`src/sv/emap_pkg.sv`:
```
`timescale 1ns / 1ps

package emap_pkg;

   // Table geometry
   localparam int MAX_EXONS = 64;
   localparam int IDX_W     = $clog2(MAX_EXONS);
   localparam int CNT_W     = $clog2(MAX_EXONS + 1);

   // Field widths
   localparam int POS_W  = 32;
   localparam int CMD_W  = 2;
   localparam int STAT_W = 3;

   // Commands
   localparam logic [CMD_W-1:0] CMD_CLEAR     = 2'd0;
   localparam logic [CMD_W-1:0] CMD_APPEND    = 2'd1;
   localparam logic [CMD_W-1:0] CMD_TO_CODING = 2'd2;
   localparam logic [CMD_W-1:0] CMD_TO_CONTIG = 2'd3;

   // Result status codes
   localparam logic [STAT_W-1:0] STATUS_OK     = 3'd0;
   localparam logic [STAT_W-1:0] STATUS_MISS   = 3'd1;
   localparam logic [STAT_W-1:0] STATUS_EMPTY  = 3'd2;
   localparam logic [STAT_W-1:0] STATUS_REJECT = 3'd3;
   localparam logic [STAT_W-1:0] STATUS_FULL   = 3'd4;

   // Configuration register indexes (by word address)
   localparam logic REG_STRAND_REVERSE = 1'b0;
   localparam logic REG_CONTIG_BASE    = 1'b1;

   // Controller to datapath
   typedef struct packed {
      logic             capture;   // latch the accepted item
      logic             exec;      // run clear / append / query setup
      logic             rd_en;     // read one table entry
      logic [IDX_W-1:0] rd_step;   // walk step of that read
      logic             out_load;  // load the result register
   } dp_cmd_type;

   // Datapath to controller
   typedef struct packed {
      logic             query;     // latched command is a mapping query
      logic [CNT_W-1:0] count;     // entries in the table
   } dp_stat_type;

endpackage

```
`src/sv/emap_ctrl.sv`:
```
`timescale 1ns / 1ps

module emap_ctrl import emap_pkg::*; (
   input  logic        clock,
   input  logic        reset,
   input  logic        req_valid,
   output logic        req_ready,
   output logic        rsp_valid,
   input  logic        rsp_ready,
   input  dp_stat_type stat,
   output dp_cmd_type  cmd
);

   typedef enum logic [4:0] {
      S_IDLE   = 5'b00001,
      S_EXEC   = 5'b00010,
      S_WALK   = 5'b00100,
      S_DRAIN  = 5'b01000,
      S_RESULT = 5'b10000
   } ctrl_state_type;

   ctrl_state_type   state_ff, state_in;
   logic [IDX_W-1:0] step_ff, step_in;
   logic             rsp_valid_ff, rsp_valid_in;
   logic [IDX_W-1:0] last_step;

   // last walk step is count - 1 (count is nonzero while walking)
   assign last_step = stat.count[IDX_W-1:0] - IDX_W'(1);

   // next state and datapath commands
   always_comb begin
      state_in     = state_ff;
      step_in      = step_ff;
      cmd          = '0;
      cmd.rd_step  = step_ff;
      req_ready    = 1'b0;
      case (state_ff)
         S_IDLE: begin
            req_ready = 1'b1;
            if (req_valid) begin
               cmd.capture = 1'b1;
               state_in    = S_EXEC;
            end
         end
         S_EXEC: begin
            cmd.exec = 1'b1;
            step_in  = '0;
            if (stat.query && (stat.count != '0)) begin
               state_in = S_WALK;
            end else begin
               state_in = S_RESULT;
            end
         end
         S_WALK: begin
            cmd.rd_en = 1'b1;
            if (step_ff == last_step) begin
               state_in = S_DRAIN;
            end else begin
               step_in = step_ff + IDX_W'(1);
            end
         end
         S_DRAIN: begin
            state_in = S_RESULT;
         end
         S_RESULT: begin
            // wait for the result register to free up
            if (!rsp_valid_ff || rsp_ready) begin
               cmd.out_load = 1'b1;
               state_in     = S_IDLE;
            end
         end
         default: begin
            state_in = S_IDLE;
         end
      endcase
   end

   // result valid: set on load, cleared when taken
   assign rsp_valid_in = cmd.out_load | (rsp_valid_ff & ~rsp_ready);
   assign rsp_valid    = rsp_valid_ff;

   always_ff @(posedge clock) begin
      if (reset) begin
         state_ff     <= S_IDLE;
         step_ff      <= '0;
         rsp_valid_ff <= 1'b0;
      end else begin
         state_ff     <= state_in;
         step_ff      <= step_in;
         rsp_valid_ff <= rsp_valid_in;
      end
   end

endmodule

```
`config.mk`:
```
export PLATFORM = sky130hd
export DESIGN_NAME = emap_ctrl
export DESIGN_NICKNAME = d
export VERILOG_FILES = /design/src/sv/emap_pkg.sv /design/src/sv/emap_ctrl.sv
export SDC_FILE = /design/constraint.sdc
export NUM_CORES = 1
export LEC_CHECK = 0
export BUFFER_PORTS_ARGS = -buffer_cell sky130_fd_sc_hd__buf_2
export CAP_MARGIN = 20
export CORE_ASPECT_RATIO = 1.2
export CORE_MARGIN = 3
export CORE_UTILIZATION = 54
export CTS_BUF_LIST = sky130_fd_sc_hd__clkbuf_16
export DETAILED_ROUTE_END_ITERATION = 12
export MAX_ROUTING_LAYER = met4
export PLACE_DENSITY = 0.82
export SLEW_MARGIN = 40
export SYNTH_ARGS = -nofsm -noshare
export SYNTH_HDL_FRONTEND = slang
export SYNTH_SLANG_ARGS = --single-unit
```
`constraint.sdc`:
```
create_clock -name clock -period 7.7 [get_ports clock]
set_clock_uncertainty 0.05 [all_clocks]
set_input_delay 2.31 -clock clock [delete_from_list [all_inputs] [get_ports clock]]
set_output_delay 2.31 -clock clock [all_outputs]
set_load 0.02 [all_outputs]
```
[After elaboration in Yosys (flattened, before gate mapping)]
Index checks and enable logic that the tools add are counted.
Storage, ports and cells
  register bits: 12
  bits of input ports: 12
  output and inout port bits: 12
Operators by class
  add/sub/neg operators: 2
  eq/ne operators: 10
  mux-type cells: 14
  bitwise gates (word level): 3
  reduce and logical (&&, ||, !) cells: 7
Operators by type and width (number)
  $pmux 5 s5: 1
  $mux 5: 4
  $pmux 6 s2: 1
  $ne 2x2->1 const B: 4
  $mux 1: 7
  $reduce_bool 7->1: 1
  $add 6x1->6 const B: 1
  $eq 6x6->1: 1
  $mux 6: 1
  $sub 6x1->6 const B: 1
  $eq 5x1->1 const B: 1
  $eq 5x2->1 const B: 1
  $eq 5x3->1 const B: 1
  $eq 5x4->1 const B: 1
  $eq 5x5->1 const B: 1
  $reduce_and 3->1: 1
  $reduce_and 2->1: 1
  $reduce_bool 2->1: 1
  $and 1x1->1: 1
  $logic_and 1x1->1: 1
  $logic_not 1->1: 1
  $logic_or 1x1->1: 1
  $not 1->1: 1
  $or 1x1->1: 1

[Depth between registers and ports, before layout]
Gate-level depths: netlist of the first run.
  word-level depth: 5
  depth in mapped cells: 7
  depth with buffers taken out: 7

[Worst setup path before layout of the first run]
OpenSTA, ideal clock, no wires.
  path kind: in2out
  start point: input port rsp_ready
  end point: output port cmd[0] in the netlist's numbering
  data arrival time: 2.756 ns
  data required time: 5.340 ns
  slack: 2.584 ns
  cell stages on the path: 2
  path buffers: 0
  cell sequence: nand2b_1 -> nor2b_1
RTL lines
  start, declared: line emap_ctrl.sv:9  | input logic rsp_ready,
  end, declared: line emap_ctrl.sv:11  | output dp_cmd_type cmd

==> metrics.txt, run 1 <==
Storage cell area=240.2 sq um; placer congestion estimate=0.8389; R2R Setup Slk=5.60 ns; Reg2Reg Launch Point=step_ff[5]$_SDFFE_PP0P_; Die X=42.16 um; # setup viols final=0; Max VDD drop=0.1622 mV; Num CTS Buffers=3; cells resized by post-CTS repair=0; CTS Sinks=12; Starting Density=57.86%; share of layout cells above drive strength 1=28.23%; fmax=192.5 MHz; Critical R2R Capture=step_ff[0]$_SDFFE_PP0P_; switching share of power=22.70%; RSZ-0062 raised after global routing=false; Core Area=0.001464 sq mm; Multi-input gate area=580.6 sq um; hold depth=2; most numerous cell in the Yosys netlist=dfxtp_1; hpwl dp=1415 um; Post-DP Area=972.2 sq um; Comb power frac=14.6%; largest net degree at the start of global routing=14; CP Launch Type=input port; Crit Path Class=input port to output port; antenna viol nets, final=0; worst-path fanout max=3; Critical Path RT=5.34 ns; leak pwr=0.4634 nW; proportion of power drawn by the clock network=50.1%; die area=0.002082 sq mm; global-route wire length before repair=3429 um; reg2reg path depth=5; Cell variety after synth=36; Finished Layout Cells=141; EDFF count, synth=0; Final Cell Area=0.001051 sq mm; postcts setup bufs=0; leading area contributor after synthesis=dfxtp_1; Async SR Flop Fraction=0%; GRT Overall Usage=21.45%; die height=49.39 um; Vias=843; hold endpoint=rsp_valid$_SDFF_PP0_; yosys warns=0; pwr dens=177.2 mW/mm^2; worst hold start=rsp_valid$_SDFF_PP0_; clock-pin transition on the worst setup and hold timing paths=0.04 ns; largest cells by area after synthesis=dfxtp_1 (28%), mux2i_1 (7.1%), xnor2_1 (5.2%), a21oi_1 (4.7%), ha_1 (4.4%); hold_ws=0.4557 ns; Hold Vio Cnt, Final=0; Sw Pwr=42.29 uW; setup tns final=0 ns; # fillers=129; Via-to-Cell Ratio=5.979; hold_buf cts=0; top-area cell type share of the netlist area=28.36%; Least-Margin Pin Slew=0.4785 ns; max_cap viols=0; initial antenna violation count=0; Clk Latency, worst-skew pair=0.24 ns; Critical Path AT=2.83 ns; main flop type after synthesis=dfxtp_1; Syn Inst Count=100; Avg Inst Size Synth=8.471 sq um; Area Growth Syn to Fin=24.08%; FF+latch count, synth=12; mapped cell area=847.1 sq um; Period Utilization, post-route=67.46%; Routed WL per cell=13.83 um; Routed Wire Length=1950 um; boundary pin count=24; Port Buf Inserts=23; Clock Tree Buf Depth=2; total global routing overflow=0; register area share after synthesis=28.36%; max-slew violation count=0; Int Power=144.0 uW; number of global-route vias before repair=776; post-route DRC violation count=0; synth cell count leaders=dfxtp_1 (12), nand2_1 (10), a21oi_1 (8), mux2i_1 (6), xnor2_1 (5); CP endpoint kind=output port; status=finished, final reports clean; nets=140; Max-slew headroom=68.10%; DRT iter0 DRCs=29; Sequential Power Share=35.4%; Inst Count DP=137; Pre-Repair DR Iteration Count=4; total power=186.3 uW; CTS Root Cell=clkbuf_16; H-Tree Depth=1; Synth Net Count=115; Final min period=5.195 ns; Hold WC Path Type=flop to flop; TritonCTS clock tree=yes; # diodes=0; # rows=15
-- layout by cell type, fill, tap and decap left out, types with 3 or more instances in the layout --
| cell type | Yosys | layout |
|---|---|---|
| a21oi_1 | 8 | 8 |
| buf_2 | 0 | 23 |
| clkbuf_16 | 0 | 3 |
| dfxtp_1 | 12 | 12 |
| ha_1 | 3 | 3 |
| inv_1 | 4 | 4 |
| mux2i_1 | 6 | 6 |
| nand2_1 | 10 | 10 |
| nor2_1 | 3 | 3 |
| nor2b_1 | 3 | 3 |
| nor3_1 | 3 | 3 |
| o21ai_0 | 4 | 4 |
| or3_1 | 4 | 4 |
| xnor2_1 | 5 | 5 |
| xor2_1 | 3 | 3 |
-- power groups by stage --
stage / clock [mW] / sequential, mW / combinational [mW]
2_1_floorplan: 0 / 0.0663 / 0.0185
3_3_place_gp: 0 / 0.0667 / 0.0258
3_5_place_dp: 0 / 0.0668 / 0.0269
4_1_cts: 0.0948 / 0.0658 / 0.0271
5_1_grt: 0.0967 / 0.0663 / 0.0302
6_report: 0.0932 / 0.0659 / 0.0272
-- how the worst max path moves through the flow --
stage,startpoint,end,slack (ns),depth (start not counted)
detailed placement,rsp_ready,cmd[0],2.50,4
CTS,rsp_ready,cmd[0],2.50,4
finish,rsp_ready,cmd[0],2.51,4
floorplan,rsp_ready,cmd[0],2.58,2
global placement,rsp_ready,cmd[0],2.52,4
global route,rsp_ready,cmd[0],2.46,4
-- worst max-delay path, cell delays in order --
cell,delay [ns]
buf_2,0.09
nand2b_1,0.14
nor2b_1,0.13
buf_2,0.16
-- cell type report --
class	count	area share (%)
clock buffer	3	7.143
clock inverter	1	0.3571
inverter	4	1.429
multi-input combinational	81	55.24
sequential	12	22.86
tap	17	2.024
timing repair buffer	23	10.95
-- state kept, by name, summed over array words and instances, names as in the netlist --
name / flops
rsp_valid: 1
state_ff: 5
step_ff: 6
-- kinds of logic (layout without fill, tap and decap cells) --
| kind of cell | after synthesis | count (layout) | synth area share, % |
|---|---|---|---|
| AOI/OAI and AO/OA | 20 | 20 | 17.58 |
| xor gates and xnor gates | 8 | 8 | 8.272 |
| adders and majority gates | 3 | 3 | 4.432 |
| buffers and inverters | 7 | 31 | 3.101 |
| DFF | 12 | 12 | 28.36 |
| muxes | 6 | 6 | 7.090 |
| and+or+nand+nor | 44 | 44 | 31.17 |
-- through the flow --
| stage | util, % | worst slack [ns] |
|---|---|---|
| 6_report | 71.79 | 2.505 |
| 5_1_grt | 71.79 | 2.463 |
| 4_1_cts | 71.79 | 2.500 |
| 3_5_place_dp | 66.41 | 2.505 |
| 3_3_place_gp | 66.41 | 2.519 |
| 2_1_floorplan | - | 2.584 |
-- per-layer routing --
metal	track usage (%)	wire [um]	up-vias
met1	27.03	801	393
met4	10.88	56	0
met3	2.583	125	8
met2	33.51	967	34
met5	-	0	-
li1	-	-	408
Note: power is estimated with default switching activity, not from simulation.
==> inputs of run 2 (changes only) <==
--- a/config.mk
+++ b/config.mk
@@ -9,11 +9,11 @@
 export CAP_MARGIN = 20
 export CORE_ASPECT_RATIO = 1.2
 export CORE_MARGIN = 3
-export CORE_UTILIZATION = 54
+export CORE_UTILIZATION = 50
 export CTS_BUF_LIST = sky130_fd_sc_hd__clkbuf_16
 export DETAILED_ROUTE_END_ITERATION = 12
 export MAX_ROUTING_LAYER = met4
-export PLACE_DENSITY = 0.82
+export PLACE_DENSITY = 0.77
 export SLEW_MARGIN = 40
 export SYNTH_ARGS = -nofsm -noshare
 export SYNTH_HDL_FRONTEND = slang
==> constraint.sdc (replaced) <==
create_clock -name clock -period 5 [get_ports clock]
set_clock_uncertainty 0.05 [all_clocks]
set_input_delay 1.5 -clock clock [delete_from_list [all_inputs] [get_ports clock]]
set_output_delay 1.5 -clock clock [all_outputs]
set_load 0.02 [all_outputs]
==> run 2 against run 1 <==
Compared with the run above: largest power group unchanged; total power grew 53%; largest cell class unchanged; hold slack better by 0.0084 ns; cell count is 0.71% lower; clock power up 51%; worst setup slack got worse by 1.1 ns.
==> metrics.txt, run 2 (same netlist as run 1, synthesis figures left out) <==
reg2reg path depth=5; # setup viols final=0; Sequential Power Share=35.6%; Final min period=3.577 ns; hold endpoint=rsp_valid$_SDFF_PP0_; Clock Tree Buf Depth=2; die area=0.002226 sq mm; DRT iter0 DRCs=20; Sw Pwr=63.66 uW; nets=140; Top reg by flops=step_ff; Critical Path AT=2.03 ns; R2R Setup Slk=2.91 ns; global-route wire length before repair=3263 um; Die X=43.58 um; Num CTS Buffers=3; worst-path fanout max=3; Setup WS post-layout=1.423 ns; pre-CTS setup slack=1.418 ns; CTS Sinks=12; pwr dens=271.4 mW/mm^2; placer congestion estimate=0.8481; total global routing overflow=0; clock-pin transition on the worst setup and hold timing paths=0.04 ns; boundary pin count=24; Port Buf Inserts=23; status=finished, final reports clean; postcts setup bufs=0; RSZ-0062 raised after global routing=false; largest net degree at the start of global routing=14; Critical Path RT=3.45 ns; initial antenna violation count=0; hold_buf cts=0; Comb power frac=14.6%; Period Utilization, post-route=71.54%; fmax=279.6 MHz; Least-Margin Pin Slew=0.4485 ns; Area Growth Syn to Fin=23.63%; GRT Overall Usage=19.30%; max-slew violation count=0; switching share of power=22.40%; Routed Wire Length=1817 um; Reg2Reg Launch Point=step_ff[5]$_SDFFE_PP0P_; share of layout cells above drive strength 1=28.46%; Critical R2R Capture=step_ff[1]$_SDFFE_PP0P_; Int Power=220.6 uW; leak pwr=0.4619 nW; Pre-Repair DR Iteration Count=4; # diodes=0; Hold WC Path Type=flop to flop; Max-slew headroom=70.10%; Routed WL per cell=12.98 um; hpwl dp=1351 um; Max VDD drop=0.2036 mV; CTS Root Cell=clkbuf_16; most common cell after layout, fill and taps aside=buf_2; Storage cell area=240.2 sq um; Vias=818; Core Area=0.001520 sq mm; worst hold start=rsp_valid$_SDFF_PP0_; number of global-route vias before repair=790; # rows=15; CP endpoint kind=output port; hold depth=2; Multi-input gate area=580.6 sq um; post-route DRC violation count=0; cells resized by post-CTS repair=0; most frequent cells in the layout=buf_2 (23), dfxtp_1 (12), nand2_1 (10); TritonCTS clock tree=yes; die height=51.09 um; Hold Vio Cnt, Final=0; Starting Density=55.72%; max reg flops=6; H-Tree Depth=1; # fillers=128; Crit Path Class=input port to output port; CP Launch Type=input port; final core occ=68.89%; Via-to-Cell Ratio=5.843; setup tns final=0 ns; Clk Latency, worst-skew pair=0.24 ns; antenna viol nets, final=0; max_cap viols=0; proportion of power drawn by the clock network=49.7%
==> run 2: cell count changes in the layout (fill, tap and decap cells not counted) <==
cell,delta
clkinv_1,-1
==> run 2: per-layer routing <==
layer,part of all wire [%],vias to the layer above,GRT usage (%)
met4,1.7,0,9.045
met1,49,377,23.93
met5,0,-,-
met2,45,27,30.83
met3,4.0,4,2.113
li1,-,410,-
==> run 2: worst max-delay path, stage by stage <==
cell and delay, ns:
buf_2 0.09, nand2b_1 0.15, nor2b_1 0.13, buf_2 0.15
==> run 2: metrics by stage <==
step	hold slack, ns	total power [mW]	std cells	cell area, sq um
floorplan	0.4864	0.1306	100	847.1
global placement	0.4365	0.1426	137	972.2
detailed placement	0.4616	0.1439	137	972.2
CTS	0.4702	0.2854	140	1047
global route	0.4988	0.2968	140	1047
finish	0.4641	0.2842	140	1047
==> run 2: cell type report <==
| class | count | area share, % |
|---|---|---|
| multi-input cells | 81 | 55.44 |
| flip-flops and latches | 12 | 22.94 |
| repair buffers | 23 | 10.99 |
| clock buffers | 3 | 7.168 |
| well taps | 17 | 2.031 |
| inverters | 4 | 1.434 |
==> run 2: how the worst max path moves through the flow <==
| stage | startpoint | to | cells past startpoint |
|---|---|---|---|
| 2_1_floorplan | rsp_ready | cmd[0] | 2 |
| 3_3_place_gp | rsp_ready | cmd[0] | 4 |
| 3_5_place_dp | rsp_ready | cmd[0] | 4 |
| 4_1_cts | rsp_ready | cmd[0] | 4 |
| 5_1_grt | rsp_ready | cmd[0] | 4 |
| 6_report | rsp_ready | cmd[0] | 4 |
==> run 2: power by group through the flow <==
stage | sequential (mW) | clock, mW | combinational, mW
global route | 0.102 | 0.148 | 0.0466
finish | 0.101 | 0.141 | 0.0416
floorplan | 0.102 | 0 | 0.0285
global placement | 0.103 | 0 | 0.0398
CTS | 0.101 | 0.143 | 0.0417
detailed placement | 0.103 | 0 | 0.0410
